`config.mk`:
```
export PLATFORM = sky130hd
export DESIGN_NAME = joystick_to_bend_and_mod_flat
export DESIGN_NICKNAME = d
export VERILOG_FILES = /design/src/sv/jbm_pkg.sv /design/src/sv/jbm_channels.sv /design/src/sv/joystick_to_bend_and_mod.sv /design/src/sv/jbm_axis.sv /design/src/flat_wrapper.sv
export VERILOG_INCLUDE_DIRS = /design/src /design/src/sv
export SDC_FILE = /design/constraint.sdc
export NUM_CORES = 1
export LEC_CHECK = 0
export BUFFER_PORTS_ARGS = -buffer_cell sky130_fd_sc_hd__buf_2
export CAP_MARGIN = 10
export CORE_ASPECT_RATIO = 2
export CORE_MARGIN = 5
export CORE_UTILIZATION = 41
export DETAILED_ROUTE_END_ITERATION = 10
export GPL_ROUTABILITY_DRIVEN = 0
export MAX_ROUTING_LAYER = met4
export SETUP_SLACK_MARGIN = 0.2
export SLEW_MARGIN = 15
export SYNTH_ARGS = -nofsm -noshare
export SYNTH_HDL_FRONTEND = slang
export SYNTH_HIERARCHICAL = 1
export SYNTH_SLANG_ARGS = --single-unit
```
`constraint.sdc`:
```
create_clock -name clk -period 10.15 [get_ports clk]
set_input_delay 3.045 -clock clk [delete_from_list [all_inputs] [get_ports clk]]
set_output_delay 3.045 -clock clk [all_outputs]
set_load 0.03 [all_outputs]
```
`src/sv/joystick_to_bend_and_mod_assert.svh`:
```
// assertion macros shared by the joystick block
`ifndef JOYSTICK_TO_BEND_AND_MOD_ASSERT_SVH
`define JOYSTICK_TO_BEND_AND_MOD_ASSERT_SVH

// same-cycle implication, checked outside reset
`define JBM_ASSERT_NOW(label, clk, rst_n, ante, cons, msg) \
    label: assert property (@(posedge clk) disable iff (!rst_n) (ante) |-> (cons)) \
        else $error(msg);

// next-cycle implication, checked outside reset
`define JBM_ASSERT_NEXT(label, clk, rst_n, ante, cons, msg) \
    label: assert property (@(posedge clk) disable iff (!rst_n) (ante) |=> (cons)) \
        else $error(msg);

`endif

```
`src/sv/jbm_pkg.sv`:
```
`default_nettype none

package jbm_pkg;

    // field widths
    localparam int SAMPLE_W    = 10;
    localparam int CENTER_W    = 10;
    localparam int DEAD_ZONE_W = 8;
    localparam int PITCH_W     = 14;
    localparam int MOD_W       = 7;

    // configuration port
    localparam int CFG_INDEX_W = 3;
    localparam int CFG_DATA_W  = 10;

    typedef enum logic [CFG_INDEX_W-1:0] {
        CFG_CENTER_X  = 3'd0,
        CFG_CENTER_Y  = 3'd1,
        CFG_DEAD_ZONE = 3'd2,
        CFG_INVERT_X  = 3'd3,
        CFG_INVERT_Y  = 3'd4
    } cfg_index_t;

    // reset values
    localparam logic [CENTER_W-1:0]    CENTER_RESET    = 10'd512;
    localparam logic [DEAD_ZONE_W-1:0] DEAD_ZONE_RESET = 8'd5;
    localparam int                     SAMPLE_RESET    = 512;

    // filter depth
    localparam int HISTORY_DEPTH_DEFAULT = 4;

    // mapping: out = (offset + 512) * (2^K - 1) / 1024, clamped
    localparam int MAP_BIAS  = 512;
    localparam int MAP_SHIFT = 10;

    // pipeline stage enables from the handshake control
    typedef struct packed {
        logic accept;
        logic load_mean;
        logic load_out;
    } stage_ctl_t;

    // button flags travelling with a request
    typedef struct packed {
        logic held;
        logic went_down;
        logic went_up;
    } button_t;

endpackage

`default_nettype wire

```
`src/sv/jbm_channels.sv`:
```
`default_nettype none

// sample request channel
interface jbm_in_if;
    logic                          valid;
    logic                          ready;
    logic [jbm_pkg::SAMPLE_W-1:0]  x_sample;
    logic [jbm_pkg::SAMPLE_W-1:0]  y_sample;
    logic                          button_level;

    modport source (output valid, output x_sample, output y_sample, output button_level,
                    input ready);
    modport sink   (input valid, input x_sample, input y_sample, input button_level,
                    output ready);
endinterface

// result request channel
interface jbm_out_if;
    logic                          valid;
    logic                          ready;
    logic [jbm_pkg::PITCH_W-1:0]   pitch_bend;
    logic [jbm_pkg::MOD_W-1:0]     modulation;
    logic                          button_held;
    logic                          button_went_down;
    logic                          button_went_up;

    modport source (output valid, output pitch_bend, output modulation, output button_held,
                    output button_went_down, output button_went_up, input ready);
    modport sink   (input valid, input pitch_bend, input modulation, input button_held,
                    input button_went_down, input button_went_up, output ready);
endinterface

`default_nettype wire

```
`src/sv/joystick_to_bend_and_mod.sv`:
```
`default_nettype none

// Joystick to pitch bend and modulation. Each sample request carries one X and one Y
// converter reading and the active-low button pin; each request gives exactly one
// result request. Each axis averages the last HISTORY_DEPTH samples (ring reset to
// 512), subtracts its center, applies the dead zone and optional inversion, and maps
// X to a 14-bit pitch bend (8191 at rest) and Y to a 7-bit modulation (63 at rest).
// The button flags are held level plus one-request press and release pulses.
// Throughput is one request per clock unless the output stalls; each request passes
// the three-stage pipeline (running sum, reciprocal multiply for the mean, shaping
// and scaling into the output register) before its result is presented.
// Each stage holds when the stage after it is full and stalled, so while a finished
// result waits the input takes up to two more requests and then closes until the
// result is taken. Configuration writes take effect at once and must only be
// made while the pipeline is empty.

`include "joystick_to_bend_and_mod_assert.svh"

module joystick_to_bend_and_mod #(
    parameter int HISTORY_DEPTH = jbm_pkg::HISTORY_DEPTH_DEFAULT
) (
    input  wire logic                            clk,
    input  wire logic                            rst_n,
    jbm_in_if.sink                               samples,
    jbm_out_if.source                            results,
    input  wire logic                            cfg_write,
    input  wire logic [jbm_pkg::CFG_INDEX_W-1:0] cfg_index,
    input  wire logic [jbm_pkg::CFG_DATA_W-1:0]  cfg_data
);

    localparam int SLOT_W = $clog2(HISTORY_DEPTH);

    logic [jbm_pkg::CENTER_W-1:0]    center_x_reg;
    logic [jbm_pkg::CENTER_W-1:0]    center_y_reg;
    logic [jbm_pkg::DEAD_ZONE_W-1:0] dead_zone_reg;
    logic                            invert_x_reg;
    logic                            invert_y_reg;

    jbm_pkg::stage_ctl_t ctl;
    logic                s1_valid_reg, s2_valid_reg, s3_valid_reg;
    logic [SLOT_W-1:0]   slot_reg, slot_next;
    logic                was_down_reg;
    jbm_pkg::button_t    btn_next, btn1_reg, btn2_reg, btn3_reg;

    // configuration registers
    always_ff @(posedge clk or negedge rst_n)
    begin
        if (!rst_n)
        begin
            center_x_reg  <= jbm_pkg::CENTER_RESET;
            center_y_reg  <= jbm_pkg::CENTER_RESET;
            dead_zone_reg <= jbm_pkg::DEAD_ZONE_RESET;
            invert_x_reg  <= 1'b0;
            invert_y_reg  <= 1'b0;
        end
        else if (cfg_write)
        begin
            case (cfg_index)
                jbm_pkg::CFG_CENTER_X:  center_x_reg  <= cfg_data[jbm_pkg::CENTER_W-1:0];
                jbm_pkg::CFG_CENTER_Y:  center_y_reg  <= cfg_data[jbm_pkg::CENTER_W-1:0];
                jbm_pkg::CFG_DEAD_ZONE: dead_zone_reg <= cfg_data[jbm_pkg::DEAD_ZONE_W-1:0];
                jbm_pkg::CFG_INVERT_X:  invert_x_reg  <= cfg_data[0];
                jbm_pkg::CFG_INVERT_Y:  invert_y_reg  <= cfg_data[0];
                default:                ;
            endcase
        end
    end

    // stage enables: a stage loads when it is empty or its contents move on
    always_comb
    begin
        ctl.load_out  = !s3_valid_reg || results.ready;
        ctl.load_mean = !s2_valid_reg || ctl.load_out;
        samples.ready = !s1_valid_reg || ctl.load_mean;
        ctl.accept    = samples.valid && samples.ready;
    end

    always_ff @(posedge clk or negedge rst_n)
    begin
        if (!rst_n)
        begin
            s1_valid_reg <= 1'b0;
            s2_valid_reg <= 1'b0;
            s3_valid_reg <= 1'b0;
        end
        else
        begin
            if (ctl.accept)
            begin
                s1_valid_reg <= 1'b1;
            end
            else if (ctl.load_mean)
            begin
                s1_valid_reg <= 1'b0;
            end
            if (ctl.load_mean)
            begin
                s2_valid_reg <= s1_valid_reg;
            end
            if (ctl.load_out)
            begin
                s3_valid_reg <= s2_valid_reg;
            end
        end
    end

    // shared ring slot and button edge detection
    always_comb
    begin
        slot_next          = (slot_reg == SLOT_W'(HISTORY_DEPTH - 1)) ? '0 : slot_reg + 1'b1;
        btn_next.held      = !samples.button_level;
        btn_next.went_down = !samples.button_level && !was_down_reg;
        btn_next.went_up   = samples.button_level && was_down_reg;
    end

    always_ff @(posedge clk or negedge rst_n)
    begin
        if (!rst_n)
        begin
            slot_reg     <= '0;
            was_down_reg <= 1'b0;
        end
        else if (ctl.accept)
        begin
            slot_reg     <= slot_next;
            was_down_reg <= btn_next.held;
        end
    end

    // button flags follow the request through the stages
    always_ff @(posedge clk)
    begin
        if (ctl.accept)
        begin
            btn1_reg <= btn_next;
        end
        if (ctl.load_mean)
        begin
            btn2_reg <= btn1_reg;
        end
        if (ctl.load_out)
        begin
            btn3_reg <= btn2_reg;
        end
    end

    // X axis to pitch bend
    jbm_axis #(
        .DEPTH (HISTORY_DEPTH),
        .OUT_K (jbm_pkg::PITCH_W)
    ) u_axis_x (
        .clk       (clk),
        .rst_n     (rst_n),
        .ctl       (ctl),
        .slot      (slot_reg),
        .sample    (samples.x_sample),
        .center    (center_x_reg),
        .dead_zone (dead_zone_reg),
        .invert    (invert_x_reg),
        .value     (results.pitch_bend)
    );

    // Y axis to modulation
    jbm_axis #(
        .DEPTH (HISTORY_DEPTH),
        .OUT_K (jbm_pkg::MOD_W)
    ) u_axis_y (
        .clk       (clk),
        .rst_n     (rst_n),
        .ctl       (ctl),
        .slot      (slot_reg),
        .sample    (samples.y_sample),
        .center    (center_y_reg),
        .dead_zone (dead_zone_reg),
        .invert    (invert_y_reg),
        .value     (results.modulation)
    );

    // result request
    assign results.valid            = s3_valid_reg;
    assign results.button_held      = btn3_reg.held;
    assign results.button_went_down = btn3_reg.went_down;
    assign results.button_went_up   = btn3_reg.went_up;

    // checks
    `JBM_ASSERT_NOW(a_edges_exclusive, clk, rst_n, results.valid,
        !(results.button_went_down && results.button_went_up),
        "press and release pulse on the same result")
    `JBM_ASSERT_NOW(a_down_means_held, clk, rst_n,
        results.valid && results.button_went_down, results.button_held,
        "press pulse without button held")
    `JBM_ASSERT_NEXT(a_slot_wraps, clk, rst_n,
        ctl.accept && (slot_reg == SLOT_W'(HISTORY_DEPTH - 1)), slot_reg == '0,
        "ring slot did not wrap to zero")
    `JBM_ASSERT_NEXT(a_press_tracked, clk, rst_n,
        ctl.accept && !samples.button_level, was_down_reg,
        "button state not recorded on press")

endmodule

`default_nettype wire

```
`src/sv/jbm_axis.sv`:
```
`default_nettype none

module jbm_axis #(
    parameter int   DEPTH  = jbm_pkg::HISTORY_DEPTH_DEFAULT,
    parameter int   OUT_K  = jbm_pkg::PITCH_W,
    localparam int  SLOT_W = $clog2(DEPTH)
) (
    input  wire logic                            clk,
    input  wire logic                            rst_n,
    input  wire jbm_pkg::stage_ctl_t             ctl,
    input  wire logic [SLOT_W-1:0]               slot,
    input  wire logic [jbm_pkg::SAMPLE_W-1:0]    sample,
    input  wire logic [jbm_pkg::CENTER_W-1:0]    center,
    input  wire logic [jbm_pkg::DEAD_ZONE_W-1:0] dead_zone,
    input  wire logic                            invert,
    output logic [OUT_K-1:0]                     value
);

    localparam int SW          = jbm_pkg::SAMPLE_W;
    localparam int SUM_W       = SW + $clog2(DEPTH);
    localparam int RECIP_SHIFT = SUM_W + $clog2(DEPTH);
    localparam int RECIP_W     = SUM_W + 1;
    localparam int PROD_W      = SUM_W + RECIP_W;
    localparam longint RECIP_FULL = ((64'd1 << RECIP_SHIFT) + DEPTH - 1) / DEPTH;
    localparam logic [RECIP_W-1:0] RECIP = RECIP_W'(RECIP_FULL);
    localparam logic [SUM_W-1:0]   SUM_RESET = SUM_W'(jbm_pkg::SAMPLE_RESET * DEPTH);
    localparam int OFF_W       = SW + 1;
    localparam int BIAS_W      = SW + 2;
    localparam int SCALED_W    = SW + 1 + OUT_K;

    logic [SW-1:0]     ring_reg [DEPTH];
    logic [SUM_W-1:0]  sum_reg, sum_next;
    logic [PROD_W-1:0] product;
    logic [SW-1:0]     mean_reg, mean_next;
    logic [OUT_K-1:0]  value_reg, value_next;

    logic signed [OFF_W-1:0] offset;
    logic                    negative;
    logic [SW-1:0]           magnitude;
    logic [SW-1:0]           shrunk;
    logic                    flip;
    logic [BIAS_W-1:0]       biased;
    logic [SCALED_W-1:0]     scaled;
    logic [OUT_K:0]          quot;

    // running ring sum: swap the oldest sample for the new one
    always_comb
    begin
        sum_next = SUM_W'({1'b0, sum_reg} + (SUM_W+1)'(sample)
                          - (SUM_W+1)'(ring_reg[slot]));
    end

    // ring and running sum, updated on every accepted request
    always_ff @(posedge clk or negedge rst_n)
    begin
        if (!rst_n)
        begin
            for (int i = 0; i < DEPTH; i++)
            begin
                ring_reg[i] <= SW'(jbm_pkg::SAMPLE_RESET);
            end
            sum_reg <= SUM_RESET;
        end
        else if (ctl.accept)
        begin
            ring_reg[slot] <= sample;
            sum_reg        <= sum_next;
        end
    end

    // mean by reciprocal multiply, exact for every reachable sum
    always_comb
    begin
        product   = PROD_W'(sum_reg) * PROD_W'(RECIP);
        mean_next = product[RECIP_SHIFT +: SW];
    end

    always_ff @(posedge clk)
    begin
        if (ctl.load_mean)
        begin
            mean_reg <= mean_next;
        end
    end

    // center offset, dead zone, inversion, then scale and clamp
    always_comb
    begin
        offset    = $signed({1'b0, mean_reg}) - $signed({1'b0, center});
        negative  = offset[OFF_W-1];
        magnitude = negative ? SW'(-offset) : offset[SW-1:0];
        shrunk    = (magnitude < SW'(dead_zone)) ? '0 : magnitude - SW'(dead_zone);
        flip      = negative ^ invert;
        biased    = flip ? BIAS_W'(jbm_pkg::MAP_BIAS) - BIAS_W'(shrunk)
                         : BIAS_W'(jbm_pkg::MAP_BIAS) + BIAS_W'(shrunk);
        // times (2^K - 1) as shift and subtract
        scaled    = {biased[OFF_W-1:0], {OUT_K{1'b0}}} - SCALED_W'(biased[OFF_W-1:0]);
        quot      = scaled[jbm_pkg::MAP_SHIFT +: OUT_K+1];
        if (biased[BIAS_W-1])
        begin
            value_next = '0;
        end
        else if (quot[OUT_K])
        begin
            value_next = '1;
        end
        else
        begin
            value_next = quot[OUT_K-1:0];
        end
    end

    always_ff @(posedge clk)
    begin
        if (ctl.load_out)
        begin
            value_reg <= value_next;
        end
    end

    assign value = value_reg;

endmodule

`default_nettype wire
```
`src/flat_wrapper.sv`:
```
// flat-port wrapper written by rule: the top's interface ports become plain ports
module joystick_to_bend_and_mod_flat 
#(
    parameter int HISTORY_DEPTH = jbm_pkg::HISTORY_DEPTH_DEFAULT
)
  (clk, rst_n, cfg_write, cfg_index, cfg_data, samples_valid, samples_x_sample, samples_y_sample, samples_button_level, samples_ready, results_valid, results_pitch_bend, results_modulation, results_button_held, results_button_went_down, results_button_went_up, results_ready);
  jbm_in_if samples_i ();
  jbm_out_if results_i ();
  input  wire logic clk;
  input  wire logic rst_n;
  input  wire logic cfg_write;
  input  wire logic [jbm_pkg::CFG_INDEX_W-1:0] cfg_index;
  input  wire logic [jbm_pkg::CFG_DATA_W-1:0] cfg_data;
  input wire logic [$bits(samples_i.valid)-1:0] samples_valid;
  input wire logic [$bits(samples_i.x_sample)-1:0] samples_x_sample;
  input wire logic [$bits(samples_i.y_sample)-1:0] samples_y_sample;
  input wire logic [$bits(samples_i.button_level)-1:0] samples_button_level;
  output wire logic [$bits(samples_i.ready)-1:0] samples_ready;
  output wire logic [$bits(results_i.valid)-1:0] results_valid;
  output wire logic [$bits(results_i.pitch_bend)-1:0] results_pitch_bend;
  output wire logic [$bits(results_i.modulation)-1:0] results_modulation;
  output wire logic [$bits(results_i.button_held)-1:0] results_button_held;
  output wire logic [$bits(results_i.button_went_down)-1:0] results_button_went_down;
  output wire logic [$bits(results_i.button_went_up)-1:0] results_button_went_up;
  input wire logic [$bits(results_i.ready)-1:0] results_ready;
  assign samples_i.valid = samples_valid;
  assign samples_i.x_sample = samples_x_sample;
  assign samples_i.y_sample = samples_y_sample;
  assign samples_i.button_level = samples_button_level;
  assign samples_ready = samples_i.ready;
  assign results_valid = results_i.valid;
  assign results_pitch_bend = results_i.pitch_bend;
  assign results_modulation = results_i.modulation;
  assign results_button_held = results_i.button_held;
  assign results_button_went_down = results_i.button_went_down;
  assign results_button_went_up = results_i.button_went_up;
  assign results_i.ready = results_ready;
  joystick_to_bend_and_mod #(.HISTORY_DEPTH(HISTORY_DEPTH)) u_core (.clk(clk), .rst_n(rst_n), .samples(samples_i), .results(results_i), .cfg_write(cfg_write), .cfg_index(cfg_index), .cfg_data(cfg_data));
endmodule
```
==> reports/metrics.cfg <==
[critical_path]
crit_path_end_kind = register
critPathTopFamily = compound AO/OA/AOI/OAI gates
slowest_stage = o22ai_1
required_ns = 10.32
path_buf_inv = 2
arrival_ns = 9.05
max_stage_delay_ns = 0.63
cp_max_fo = 11
worstSetupStartpointType = register
critPathKind = register to register

[logic_synthesis]
synth_edf_count = 50
seq_area_frac_synth = 0.3804
synth_warnings = 6
synthesis.nets = 1462
ys_ff_latch = 190
yosys.area.top_type_share = 0.2388
syn_avg_cell_area_um2 = 9.928
synth-async-reset-ratio = 0.7368
yosys_most_used_dff = dfrtp_1
yosysTopAreaCell = dfrtp_1
synth_area_leaders = dfrtp_1 (24%), edfxtp_1 (11%), ha_1 (6.5%)
synthCells = 1330
synth_compound_area_frac = 0.1710
synth_top_family_by_area = compound AO/OA/AOI/OAI gates
synth-adder-area-share = 0.1018
synth_xor_area_frac = 0.04511
syn_area_mm2 = 0.01320
synth.distinct_cells = 110
yosys.area_share.simple = 0.1462
synth_mux_area_frac = 0.09912

[floorplanning]
die_h_um = 263.8
dieArea_mm2 = 0.03611
initial_core_util = 0.4126
rows = 93
core_mm2 = 0.03200
fp.dieW_um = 136.9
ios = 65

[cts]
cts.sinks = 190
cts_hold_buf = 0
clockBufferDepth = 2
clock_latency_ns = 0.45
clk_pin_slew_ns = 0.07
postCtsSetupBuffers = 0
h-tree-depth = 4
cts_tree = built
cts_resized = 0
cts-root-buf = clkbuf_16
cts_buffers = 17

[placement]
portBuffers = 64
dp_hpwl_mm = 24.33

[timing]
period_needed_ns = 8.885
fin_skew_ns = 0.01229
slew_headroom = 0.2872
worst_pin_slew_ns = 1.039
setup_tns_ns = 0
finalHoldViolations = 0
period_share = 0.8753
maxSlewViolCount = 0
finalSetupViolCount = 0
rsz0062_at_grt = false
clock.fmax_mhz = 112.6

[detailed_routing]
wl_mm = 30.77
drt-initial-drc-count = 369
vias = 9973
wl_per_cell_um = 16.87
drt-pass1-iter-count = 4
postRouteAntennaNets = 0
drcViolationCount = 0
routed_via_density = 5.468

[job]
cap_violations = 0

[cells_and_area]
final_common_cell = inv_1
drive_gt1_frac = 0.1755
multi_input_area_mm2 = 0.007437
seqCellArea_mm2 = 0.005022
syn_to_final_growth_pct = 10.23
mostFrequentLayoutCells = inv_1 (145), nand2_1 (131), dfrtp_1 (126), o21ai_0 (106), nor2_1 (79)
fillCellCount = 3001
fin_nets = 1515

[global_route]
grt_overflow = 0
use_met2 = 0.3350
met3_usage = 0.02858
grt_pass1_vias = 10205
grt_max_degree = 81
grt.busiest_layer = met2
met1_usage = 0.1781
grt_pass1_wl_mm = 50.20
grt_usage = 0.1813
antenna_found_initial = 1

[min_path]
hold_class = register to register

[outcome]
status = finished, final reports clean

## worst register-to-register path, delay by kind of cell (launching register included)
kind / cells / cell delay [ns]
AOI/OAI and AO/OA: 12 / 3.71
xor gates and xnor gates: 1 / 0.19
adders and majority gates: 5 / 1.70
buffers and inverters: 2 / 0.16
DFF: 1 / 0.39
and+or+nand+nor: 12 / 2.47
## final timing paths
path / from / end / slack [ns] / cells past startpoint
min in group asynchronous: rst_n / u_core/u_axis_y/ring_reg[11] / 2.55 / 1
hold reg to reg: u_core/btn1_reg[2] / u_core/btn2_reg[2] / 0.43 / 0
hold / removal: u_core/btn1_reg[2] / u_core/btn2_reg[2] / 0.43 / 0
setup reg to reg: u_core/center_y_reg[0] / u_core/u_axis_y/value[5] / 1.27 / 32
setup / recovery: u_core/center_y_reg[0] / u_core/u_axis_y/value[5] / 1.27 / 32
max in group asynchronous: rst_n / u_core/u_axis_x/sum_reg[4] / 6.15 / 2
## cells by family after synthesis
logic type / after synthesis
fa+ha+maj: 93
buf+inv: 185
xor+xnor: 68
compound gates: 325
simple gates: 378
flops: 190
mux: 91
## through the flow
step	hold slack, ns	util	worst slack [ns]	std cells	instance area [µm²]
floorplan	0.4003	-	2.737	1330	13200
CTS	0.4319	0.4548	1.452	1823	14550
global placement	0.4069	0.4355	1.801	1791	13940
finish	0.4297	0.4549	1.265	1824	14560
detailed placement	0.4130	0.4355	1.517	1791	13940
global route	0.4360	0.4549	0.7299	1824	14560
## per-layer routing
layer | vias up | share of wire
li1 | 4847 | -
met5 | - | 0
met4 | 0 | 0.047
met3 | 78 | 0.034
met1 | 4847 | 0.36
met2 | 201 | 0.56
## area by class of cell
cell class | instances | area share
Antenna cell | 1 | 0.0001719
Clock buffer | 20 | 0.03284
Clock inverter | 12 | 0.009542
Inverter | 146 | 0.03765
Multi-Input combinational cell | 955 | 0.5110
Sequential cell | 190 | 0.3451
Tap cell | 427 | 0.03671
Timing Repair Buffer | 73 | 0.02708
## synth_stat cells (all sizes together) (14+ instances only)
cell type / number
o21ai: 112
nand3: 19
nand2b: 20
edfxtp: 50
o211ai: 15
fa: 24
dfstp: 14
a21o: 21
xor2: 20
inv: 146
xnor2: 48
clkbuf: 24
dfrtp: 126
buf: 15
mux2: 61
a21oi: 58
o21a: 16
mux4: 20
nand2: 131
nor3: 26
ha: 69
nor2: 83
Power is not shown: default switching activity piles up to over one toggle a cycle in this logic, so the estimate is an artifact.
